===== src/rtl/mm4_pkg.sv =====
// Shared types and constants for the 4x4 fixed-point matrix multiplier.
package mm4_pkg;

  // Default matrix dimension.
  localparam int DIM_DEFAULT = 4;

  // Element width and fraction width of the Q16.16 format.
  localparam int DATA_W = 32;
  localparam int FRAC_W = 16;

  // Saturation bounds of the result.
  localparam logic signed [DATA_W-1:0] SAT_MAX = {1'b0, {(DATA_W-1){1'b1}}};
  localparam logic signed [DATA_W-1:0] SAT_MIN = {1'b1, {(DATA_W-1){1'b0}}};

  // One input beat: an element of each matrix at the same position.
  typedef struct packed {
    logic signed [DATA_W-1:0] left_elem;
    logic signed [DATA_W-1:0] right_elem;
  } mm4_item_t;

  // One result beat: a product element and the final-element mark.
  typedef struct packed {
    logic signed [DATA_W-1:0] prod_elem;
    logic                     last_elem;
  } mm4_result_t;

  // Command from the controller to the datapath.
  typedef struct packed {
    logic wr_en;      // store the current input beat
    logic issue;      // read one operand pair and multiply it
    logic first_k;    // first term of a dot product
    logic last_k;     // last term of a dot product
    logic last_elem;  // term belongs to the final product element
  } mm4_cmd_t;

  // Status from the datapath to the controller.
  typedef struct packed {
    logic done;       // the final product element is on the result port
  } mm4_status_t;

endpackage


===== src/rtl/mm4_ram.sv =====
// Generic single-write, single-read RAM with registered read data.
module mm4_ram #(
  parameter int WIDTH = 32,
  parameter int DEPTH = 16,
  localparam int ADDR_W = (DEPTH > 1) ? $clog2(DEPTH) : 1
) (
  input  logic              clk_i,
  input  logic              we_i,
  input  logic [ADDR_W-1:0] waddr_i,
  input  logic [WIDTH-1:0]  wdata_i,
  input  logic [ADDR_W-1:0] raddr_i,
  output logic [WIDTH-1:0]  rdata_o
);

  logic [WIDTH-1:0] mem_q [DEPTH];
  logic [WIDTH-1:0] rdata_q;

  // Write port and registered read port.
  always_ff @(posedge clk_i) begin
    if (we_i) begin
      mem_q[waddr_i] <= wdata_i;
    end
    rdata_q <= mem_q[raddr_i];
  end

  assign rdata_o = rdata_q;

endmodule


===== src/rtl/mm4_ctrl.sv =====
// Controller: load counting and the multiply-accumulate sequence.
module mm4_ctrl import mm4_pkg::*; #(
  parameter int DIM = DIM_DEFAULT,
  localparam int ELEMS = DIM * DIM,
  localparam int ADDR_W = $clog2(ELEMS),
  localparam int IDX_W = $clog2(DIM)
) (
  input  logic              clk_i,
  input  logic              rst_ni,
  input  logic              start,
  output logic              busy,
  output mm4_cmd_t          cmd_o,
  output logic [ADDR_W-1:0] waddr_o,
  output logic [ADDR_W-1:0] laddr_o,
  output logic [ADDR_W-1:0] raddr_o,
  input  mm4_status_t       status_i
);

  localparam logic [ADDR_W-1:0] LAST_ADDR = ADDR_W'(ELEMS - 1);
  localparam logic [IDX_W-1:0]  LAST_IDX  = IDX_W'(DIM - 1);

  typedef enum logic [2:0] {
    ST_LOAD  = 3'b001,
    ST_CALC  = 3'b010,
    ST_DRAIN = 3'b100
  } mm4_state_e;

  mm4_state_e        state_q, state_d;
  logic [ADDR_W-1:0] load_cnt_q, load_cnt_d;
  logic [IDX_W-1:0]  row_q, row_d;
  logic [IDX_W-1:0]  col_q, col_d;
  logic [IDX_W-1:0]  k_q, k_d;

  assign busy = (state_q != ST_LOAD);

  // Next-state logic and command decode.
  always_comb begin
    state_d    = state_q;
    load_cnt_d = load_cnt_q;
    row_d      = row_q;
    col_d      = col_q;
    k_d        = k_q;
    cmd_o      = '0;
    case (state_q)
      ST_LOAD: begin
        if (start) begin
          cmd_o.wr_en = 1'b1;
          if (load_cnt_q == LAST_ADDR) begin
            load_cnt_d = '0;
            state_d    = ST_CALC;
          end else begin
            load_cnt_d = load_cnt_q + 1'b1;
          end
        end
      end
      ST_CALC: begin
        cmd_o.issue     = 1'b1;
        cmd_o.first_k   = (k_q == '0);
        cmd_o.last_k    = (k_q == LAST_IDX);
        cmd_o.last_elem = (k_q == LAST_IDX) && (row_q == LAST_IDX) && (col_q == LAST_IDX);
        if (k_q == LAST_IDX) begin
          k_d = '0;
          if (row_q == LAST_IDX) begin
            row_d = '0;
            if (col_q == LAST_IDX) begin
              col_d   = '0;
              state_d = ST_DRAIN;
            end else begin
              col_d = col_q + 1'b1;
            end
          end else begin
            row_d = row_q + 1'b1;
          end
        end else begin
          k_d = k_q + 1'b1;
        end
      end
      ST_DRAIN: begin
        if (status_i.done) begin
          state_d = ST_LOAD;
        end
      end
      default: begin
        state_d = ST_LOAD;
      end
    endcase
  end

  // Column-major operand addresses: A[row][k] and B[k][col].
  assign waddr_o = load_cnt_q;
  assign laddr_o = ADDR_W'(int'(row_q) + DIM * int'(k_q));
  assign raddr_o = ADDR_W'(int'(k_q) + DIM * int'(col_q));

  // State and counters.
  always_ff @(posedge clk_i or negedge rst_ni) begin
    if (!rst_ni) begin
      state_q    <= ST_LOAD;
      load_cnt_q <= '0;
      row_q      <= '0;
      col_q      <= '0;
      k_q        <= '0;
    end else begin
      state_q    <= state_d;
      load_cnt_q <= load_cnt_d;
      row_q      <= row_d;
      col_q      <= col_d;
      k_q        <= k_d;
    end
  end

endmodule


===== src/rtl/mm4_dpath.sv =====
// Datapath: operand stores, multiplier, accumulator and saturating output.
module mm4_dpath import mm4_pkg::*; #(
  parameter int DIM = DIM_DEFAULT,
  localparam int ELEMS = DIM * DIM,
  localparam int ADDR_W = $clog2(ELEMS)
) (
  input  logic              clk_i,
  input  logic              rst_ni,
  input  mm4_item_t         item_i,
  input  mm4_cmd_t          cmd_i,
  input  logic [ADDR_W-1:0] waddr_i,
  input  logic [ADDR_W-1:0] laddr_i,
  input  logic [ADDR_W-1:0] raddr_i,
  output mm4_status_t       status_o,
  output logic              result_valid_o,
  output mm4_result_t       result_o
);

  localparam int PROD_W = 2 * DATA_W;
  localparam int ACC_W  = PROD_W + $clog2(DIM);
  localparam int TOP_B  = FRAC_W + DATA_W - 1;

  logic signed [DATA_W-1:0] left_rd, right_rd;
  logic signed [PROD_W-1:0] prod_d, prod_q;
  logic signed [ACC_W-1:0]  acc_d, acc_q;
  logic signed [DATA_W-1:0] sat_val;
  logic [ACC_W-1:TOP_B]     acc_top;
  mm4_cmd_t                 s1_q, s2_q, s3_q;
  mm4_result_t              result_q;
  logic                     result_valid_q;

  // Operand stores for the left and right matrices.
  mm4_ram #(.WIDTH(DATA_W), .DEPTH(ELEMS)) u_left_ram (
    .clk_i   (clk_i),
    .we_i    (cmd_i.wr_en),
    .waddr_i (waddr_i),
    .wdata_i (item_i.left_elem),
    .raddr_i (laddr_i),
    .rdata_o (left_rd)
  );

  mm4_ram #(.WIDTH(DATA_W), .DEPTH(ELEMS)) u_right_ram (
    .clk_i   (clk_i),
    .we_i    (cmd_i.wr_en),
    .waddr_i (waddr_i),
    .wdata_i (item_i.right_elem),
    .raddr_i (raddr_i),
    .rdata_o (right_rd)
  );

  // Full-precision signed product and running dot-product sum.
  assign prod_d = left_rd * right_rd;
  assign acc_d  = (s2_q.first_k ? '0 : acc_q) + ACC_W'(prod_q);

  // Floor shift by the fraction width, then clamp to the 32-bit range.
  assign acc_top = acc_q[ACC_W-1:TOP_B];
  always_comb begin
    if ((&acc_top) || !(|acc_top)) begin
      sat_val = acc_q[TOP_B:FRAC_W];
    end else if (acc_q[ACC_W-1]) begin
      sat_val = SAT_MIN;
    end else begin
      sat_val = SAT_MAX;
    end
  end

  // Command flags follow the data down the pipeline.
  always_ff @(posedge clk_i or negedge rst_ni) begin
    if (!rst_ni) begin
      s1_q           <= '0;
      s2_q           <= '0;
      s3_q           <= '0;
      result_valid_q <= 1'b0;
    end else begin
      s1_q           <= cmd_i;
      s2_q           <= s1_q;
      s3_q           <= s2_q;
      result_valid_q <= s3_q.issue && s3_q.last_k;
    end
  end

  // Product, accumulator and output registers.
  always_ff @(posedge clk_i) begin
    if (s1_q.issue) begin
      prod_q <= prod_d;
    end
    if (s2_q.issue) begin
      acc_q <= acc_d;
    end
    if (s3_q.issue && s3_q.last_k) begin
      result_q.prod_elem <= sat_val;
      result_q.last_elem <= s3_q.last_elem;
    end
  end

  assign result_valid_o = result_valid_q;
  assign result_o       = result_q;
  assign status_o.done  = result_valid_q && result_q.last_elem;

endmodule


===== src/rtl/matrix4_multiply_top.sv =====
// Top level of the DIM x DIM signed Q16.16 matrix multiplier.
//
// A beat on item_i is taken at each rising edge where start is high and busy is
// low; DIM*DIM beats load one matrix pair in column-major order, one element of
// each matrix per beat. After the final load beat busy rises and the block works
// through the product with one shared 32x32 multiplier, one product term per
// cycle. Results come out in column-major order, each on result_o for a single
// cycle marked by result_valid_o; the final one carries last_elem. The receiver
// cannot stall, so it must take every result as it appears. busy falls in the
// cycle after the final result.
module matrix4_multiply_top import mm4_pkg::*; #(
  parameter int DIM = DIM_DEFAULT
) (
  input  logic        clk_i,
  input  logic        rst_ni,
  input  logic        start,
  output logic        busy,
  input  mm4_item_t   item_i,
  output logic        result_valid_o,
  output mm4_result_t result_o
);

  localparam int ADDR_W = $clog2(DIM * DIM);

  mm4_cmd_t          cmd;
  mm4_status_t       status;
  logic [ADDR_W-1:0] waddr, laddr, raddr;

  // Sequencer for loading and the multiply-accumulate passes.
  mm4_ctrl #(.DIM(DIM)) u_ctrl (
    .clk_i    (clk_i),
    .rst_ni   (rst_ni),
    .start    (start),
    .busy     (busy),
    .cmd_o    (cmd),
    .waddr_o  (waddr),
    .laddr_o  (laddr),
    .raddr_o  (raddr),
    .status_i (status)
  );

  // Stores, arithmetic and result register.
  mm4_dpath #(.DIM(DIM)) u_dpath (
    .clk_i          (clk_i),
    .rst_ni         (rst_ni),
    .item_i         (item_i),
    .cmd_i          (cmd),
    .waddr_i        (waddr),
    .laddr_i        (laddr),
    .raddr_i        (raddr),
    .status_o       (status),
    .result_valid_o (result_valid_o),
    .result_o       (result_o)
  );

endmodule

===== config.mk =====
export PLATFORM = sky130hd
export DESIGN_NAME = matrix4_multiply_top
export DESIGN_NICKNAME = d
export VERILOG_FILES = /design/src/rtl/mm4_pkg.sv /design/src/rtl/mm4_ram.sv /design/src/rtl/mm4_ctrl.sv /design/src/rtl/mm4_dpath.sv /design/src/rtl/matrix4_multiply_top.sv
export SDC_FILE = /design/constraint.sdc
export NUM_CORES = 2
export LEC_CHECK = 0
export BUFFER_PORTS_ARGS = -buffer_cell sky130_fd_sc_hd__clkbuf_2
export CORE_AREA = 2 2 539 541
export CTS_BUF_LIST = sky130_fd_sc_hd__clkbuf_4 sky130_fd_sc_hd__clkbuf_8
export DETAILED_ROUTE_END_ITERATION = 16
export DIE_AREA = 0 0 541 543
export PLACE_DENSITY = 0.48
export SYNTH_ARGS = -nofsm -noshare
export SYNTH_HDL_FRONTEND = slang
export SYNTH_SLANG_ARGS = --single-unit
export TNS_END_PERCENT = 20

===== constraint.sdc =====
create_clock -name clk_i -period 9.6 [get_ports clk_i]
set_clock_uncertainty 0.15 [all_clocks]
set_input_delay 0.96 -clock clk_i [delete_from_list [all_inputs] [get_ports clk_i]]
set_output_delay 0.96 -clock clk_i [all_outputs]
set_load 0.005 [all_outputs]

## Word-level counts from Yosys, hierarchy flattened

Memories as Yosys holds them, arrays and structs flattened. A register that Yosys moved wholly into a read port is not among the register bits.
Cells that the tools add are included.

| cells by class | value |
|---|---|
| multiply operators | 1 |
| eq/ne operators | 14 |
| reductions and logical operators | 13 |
| mux-type cells | 19 |
| $add $sub $neg | 7 |

Operator list:

| kind | number |
|---|---|
| adder 66 bit | 1 |
| 2-to-1 mux 66 bit | 1 |
| multiplier 32 x 32 -> 64 bit | 1 |
| 2-to-1 mux 32 bit | 2 |
| AND reduction 19 bit | 1 |
| OR reduction 19 bit | 1 |
| 2-to-1 mux 3 bit | 6 |
| case mux 3 bit (3 select lines) | 1 |
| adder 2 x 4 -> 4 bit | 2 |
| 2-to-1 mux 4 bit | 2 |
| != test 2 x 1 -> 1 bit (second input constant) | 4 |
| adder 2 x 1 -> 2 bit (second input constant) | 3 |
| equality test 2 bit (second input constant) | 3 |
| 2-to-1 mux 2 bit | 3 |
| AND reduction 6 bit | 1 |
| adder 4 x 1 -> 4 bit (second input constant) | 1 |
| equality test 4 bit (second input constant) | 1 |
| logical AND 1 bit | 4 |
| 2-to-1 mux 1 bit | 4 |
| != test 2 bit (second input constant) | 2 |
| AND reduction 2 bit | 2 |
| equality test 3 x 1 -> 1 bit (second input constant) | 1 |
| equality test 3 x 2 -> 1 bit (second input constant) | 1 |
| equality test 3 bit (second input constant) | 1 |
| 5 further kinds | 5 |

| storage, ports and cells | value |
|---|---|
| input port bits | 67 |
| output and inout bits | 35 |
| RAM bits | 1024 |
| memories kept | 2 |
| word-level logic and storage cells | 77 |
| flip-flop bits (word level) | 188 |

Memory list:

| name | words | bits a word | rd ports | clocked after Yosys merged registers in | wr ports | RTL line | source |
|---|---|---|---|---|---|---|---|
| u_dpath.u_left_ram.mem_q | 16 | 32 | 1 | 1 | 1 | mm4_ram.sv:15 | `logic [WIDTH-1:0] mem_q [DEPTH];` |
| u_dpath.u_right_ram.mem_q | 16 | 32 | 1 | 1 | 1 | mm4_ram.sv:15 |  |

## Logic depth before layout (Yosys ltp)

| depth | value |
|---|---|
| depth after elaboration | 5 |
| mapped depth | 30 |
| gate-level depth less buffers | 28 |

## By module

Synthesis repeated with hierarchy kept, for this count alone.

| second synthesis, totals | value |
|---|---|
| cell total of the unflattened synthesis | 6544 |
| area, all modules | 86623.1 um2 |

Modules (own cells, without submodules):

| module | cells each | sequential area each (um2) | area each (um2) | instances |
|---|---|---|---|---|
| mm4_dpath | 4804 | 5195.0 | 46245.6 | 1 |
| mm4_ram | 838 | 16015.4 | 19854.0 | 2 |
| mm4_ctrl | 64 | 326.6 | 669.4 | 1 |

## Worst setup path after synthesis

No wires, ideal clock.

| timing path | value |
|---|---|
| path type | register to register |
| from | register u_dpath.u_left_ram.rdata_q[31], in the netlist u_dpath.u_left_ram.rdata_o[31], read port of u_dpath.u_left_ram.mem_q |
| to | register u_dpath.prod_q[63], data pin |
| arrival | 7.693 ns |
| path slack | 1.497 ns |
| cell stages (with the launch flop) | 27 |
| path buffers | 1 |
| required time | 9.190 ns |
| library setup time | 0.260 ns |
| clock period less this slack | 8.103 ns |
| cell sequence | dfxtp_1 clkbuf_1 nand2_1 inv_1 fa_1 inv_1 fa_1 fa_1 inv_1 fa_1 inv_1 fa_1 fa_1 fa_1 fa_1 inv_1 ha_1 a21o_1 a21o_1 a21oi_1 o21ai_0 a221o_1 a21oi_1 o21ai_0 a21o_1 a21oi_1 xnor2_1 |

| between the ends | value |
|---|---|
| cells in the longest elaborated chain, start to end | 1 |

RTL lines:

| element | RTL line | source |
|---|---|---|
| start, declared | mm4_ram.sv:16 | `logic [WIDTH-1:0] rdata_q;` |
| multiplier 32 x 32 -> 64 bit | mm4_dpath.sv:52 | `assign prod_d = left_rd * right_rd;` |
| via u_dpath.prod_d[63] | mm4_dpath.sv:24 | `logic signed [PROD_W-1:0] prod_d, prod_q;` |
| end signal, assigned | mm4_dpath.sv:85 | `prod_q <= prod_d;` |
| end, declared | mm4_dpath.sv:24 |  |

The timed path passes the listed nets, and every way through them passes these cells.
A chain may end at the register's enable or synchronous reset.

## Final worst setup path

Same ends and word-level chain as after synthesis.

==> key figures <==
Status
  • Status: complete, no violations

Logic synthesis
  • Syn Area/Cell: roughly 14 um2
  • Primary FF master, synth: edfxtp_1
  • Post-synth top cells: edfxtp_1, fa_1, inv_1
  • Post-synthesis sequential area ratio: ~44%
  • Count leader, synth: edfxtp_1
  • Post-synth top area share: 41.4%
  • Synthesized area: roughly 86000 um2
  • Synth area leader: edfxtp_1
  • Library cells used by synthesis: 81
  • Syn. warnings: 0
  • Syn Inst Count: 6263
  • Ys async rst share: ~2%
  • Syn Nets: approximately 7700
  • #FFs+latches synth: about 1300
  • Area contributors post-synth: edfxtp_1, fa_1, mux4_2
  • Post-synth EDFFs: between 1000 and 1500

Final layout
  • Share of layout cells above drive strength 1: roughly 15%
  • Fillers: about 28000
  • Layout Nets: between 7000 and 8000
  • Area delta synth->final: 11.4%

Place
  • Placer congestion estimate: around 0.84
  • Post-DP HPWL: 159 mm
  • IO Port Bufs: around 100

Die
  • DIE AREA: roughly 290000 um2
  • Die Height: ~540 um
  • Row count: 197
  • Chip Width: 541 um
  • Initial Util: ~30%
  • Placeable Area: 287000 um2
  • I/O pins: between 100 and 150

STA
  • Final period util: ~92%
  • Final setup violation count: 0
  • RSZ-0062 raised after global routing: no
  • Slew headroom: approximately 16%
  • Fin. max-slew vios: 0
  • F_max: approximately 0.11 GHz
  • TNS Setup: 0 ns
  • Worst-Margin Slew: roughly 1.3 ns
  • Min Tclk post-route: 8.88 ns
  • Final Hold Fails: 0

Global route
  • Initial antenna violation count: 34
  • First-pass GRT wire length: 346 mm
  • GR Overflow Total: 0
  • Number of global-route vias before repair: around 54000
  • GRT Overall Usage: between 10% and 20%
  • Largest net degree at the start of global routing: 143

Worst setup path
  • Worst Setup Path Type: flip-flop to flip-flop
  • CP startpoint: u_dpath.u_left_ram.rdata_o[31]
  • Worst path cell trace: nand2_1 > fa_1 > fa_1 > fa_1 > fa_1 > fa_1 > fa_1 > fa_1 > fa_1 > inv_1 > ha_1 > a21o_1 > a21o_1 > a21oi_1 > o21ai_0 > a221o_1 > a21oi_1 > o21ai_0 > a21o_1 > a21oi_1 > xnor2_1
  • Slowest cell on crit path: fa_1
  • Crit path buffers/inverters: 1
  • CP most frequent cell: fa_1
  • Worst Path Required: 10.24 ns
  • Critical R2R Launch: u_dpath.u_left_ram.rdata_o[31]
  • CP startpoint kind: flip-flop
  • WP depth: 21
  • Critical path's largest stage delay: roughly 1.1 ns
  • R2r worst-path depth: 21
  • CP top delay family: adder cells
  • CP endpoint kind: flip-flop
  • Crit Path Max Fanout: 15
  • Crit path arrival time: roughly 9.5 ns

Clocking
  • H-tree levels: 4
  • CTS Sinks: about 1300
  • CTS Buf Count: between 200 and 250
  • Clock-pin slew on the worst setup and hold paths: around 0.07 ns
  • Clock Root Buffer: clkbuf_8
  • Post-cts resize count: 0
  • Max Buffers Root-to-Sink: 3
  • Setup Buffers After CTS: 0
  • CTS tree: yes
  • Clk Latency, worst-skew pair: between 1 and 1.5 ns

Run
  • Max-Cap Viols: 0

Detailed routing
  • Final wirelength: roughly 230 mm
  • ANT nets after route: 0
  • Initial DRC Count: approximately 3500
  • Vias: approximately 48000
  • Final routed DRC violation total: 0
  • WL per Instance: around 22 um
  • Drt first pass iters: 7
  • Via density: between 4 and 5

Min path
  • Worst Hold Class: flip-flop to flip-flop
  • Hold depth: 0
  • Hold wc startpoint: u_dpath.s1_q[2]
[cell usage in the layout, fill, tap and decap left out, types with 6 or more instances in the layout]
cell       instances
and4_1             8
xnor2_1           86
bufinv_16          8
and3_1            12
dfxtp_1           64
clkbuf_2         101
and2_1           532
o21bai_1          24
a31oi_1           16
clkbuf_8         235
or2_2              6
clkbuf_4          65
clkinv_16          6
a21boi_0           9
o21a_1            14
nor3_1            24
inv_1            993
nor4_1            14
ha_1             257
fa_1            1083
nand4_1           26
nor2_1            78
a21o_1           113
clkinv_1          53
and2_4            12
dfrtp_1           15
clkinv_2          27
xor2_1            44
edfxtp_1        1187
diode_2           11
a21oi_1          137
nand2_1          567
o21ai_0           62
nor2b_1           75
nand2b_1          24
buf_4            126
o211ai_1          10
nand3_1           31
mux4_2           320
[sequential cells by signal (all words and copies together) (netlist names), 3 cells and up]
name                         flops
u_dpath.u_left_ram.mem_q       512
u_dpath.u_right_ram.mem_q      512
u_dpath.acc_q                   66
u_dpath.prod_q                  64
u_dpath.result_o                33
u_dpath.u_left_ram.rdata_o      32
u_dpath.u_right_ram.rdata_o     32
u_ctrl.waddr_o                   4
u_dpath.s1_q                     4
u_dpath.s2_q                     4
u_ctrl.state_q                   3
u_dpath.s3_q                     3
[worst paths after layout]
| path | end | slack [ns] |
|---|---|---|
| setup reg to reg | u_dpath.prod_q[63] | 0.72 |
| min in group asynchronous | u_ctrl.row_q[1] | 0.47 |
| max in group asynchronous | u_ctrl.k_q[0] | 8.24 |
| hold / removal | u_dpath.s2_q[2] | 0.20 |
| setup / recovery | u_dpath.prod_q[63] | 0.72 |
| hold reg to reg | u_dpath.s2_q[2] | 0.20 |
[metrics by stage]
stage	setup slack, ns	util (%)	hold WS (ns)	cell area, um2	std cells
after global routing	0.293	33.4	0.137	95900	10371
final	0.723	33.4	0.201	95900	10379
after floorplan	1.50	-	0.181	86100	6263
after global placement	0.748	31.8	0.185	91300	9962
after CTS	0.723	33.4	0.0762	95900	10368
after detailed placement	0.672	31.8	0.185	91300	9962
[cells by family (layout without fill, tap and decap cells)]
family / Yosys count / after routing / synth area share [%]
fa+ha+maj: 1340 / 1340 / 28.9
flops: 1276 / 1276 / 43.6
other cells: 0 / 11 / 0
xor+xnor: 130 / 130 / 1.32
simple gates: 1429 / 1429 / 8.48
mux: 323 / 323 / 8.41
buf+inv: 1305 / 1629 / 5.70
compound gates: 460 / 460 / 3.59
[worst reg2reg max path, cell delays in order (launching register included)]
cell and delay, ns:
dfxtp_1 0.85, nand2_1 0.38, fa_1 0.75, fa_1 0.68, fa_1 1.06, fa_1 0.56, fa_1 0.57, fa_1 0.43
fa_1 0.47, fa_1 0.51, inv_1 0.04, ha_1 0.36, a21o_1 0.25, a21o_1 0.18, a21oi_1 0.23, o21ai_0 0.16
a221o_1 0.35, a21oi_1 0.14, o21ai_0 0.10, a21o_1 0.17, a21oi_1 0.18, xnor2_1 0.08
[metal layers]
metal	vias to the layer above	global-route usage (%)	part of all wire [%]
li1	21223	-	-
met1	25819	21.6	46
met4	38	2.80	1.2
met3	248	3.45	6.1
met2	1138	25.1	47
met5	-	0	0.10
[final cells by class]
type | count | area, um2 | area share (%)
well taps | 3781 | 4730 | 4.93
diodes | 11 | 27.5 | 0.0287
multi-input cells | 3682 | 43700 | 45.6
inverters | 994 | 3730 | 3.89
flip-flops and latches | 1276 | 37600 | 39.2
repair buffers | 230 | 1500 | 1.56
clock buffers | 300 | 3720 | 3.88
clock inverters | 105 | 928 | 0.968
[timing repair]
action                     4_1_cts  5_1_grt
setup endpoints to repair        0        0
hold endpoints to repair        24        0
hold buffers                     1        0
Power is left out: the tool's default activity adds up to more than one toggle a clock period on the data nets, which glitch-free logic cannot reach.
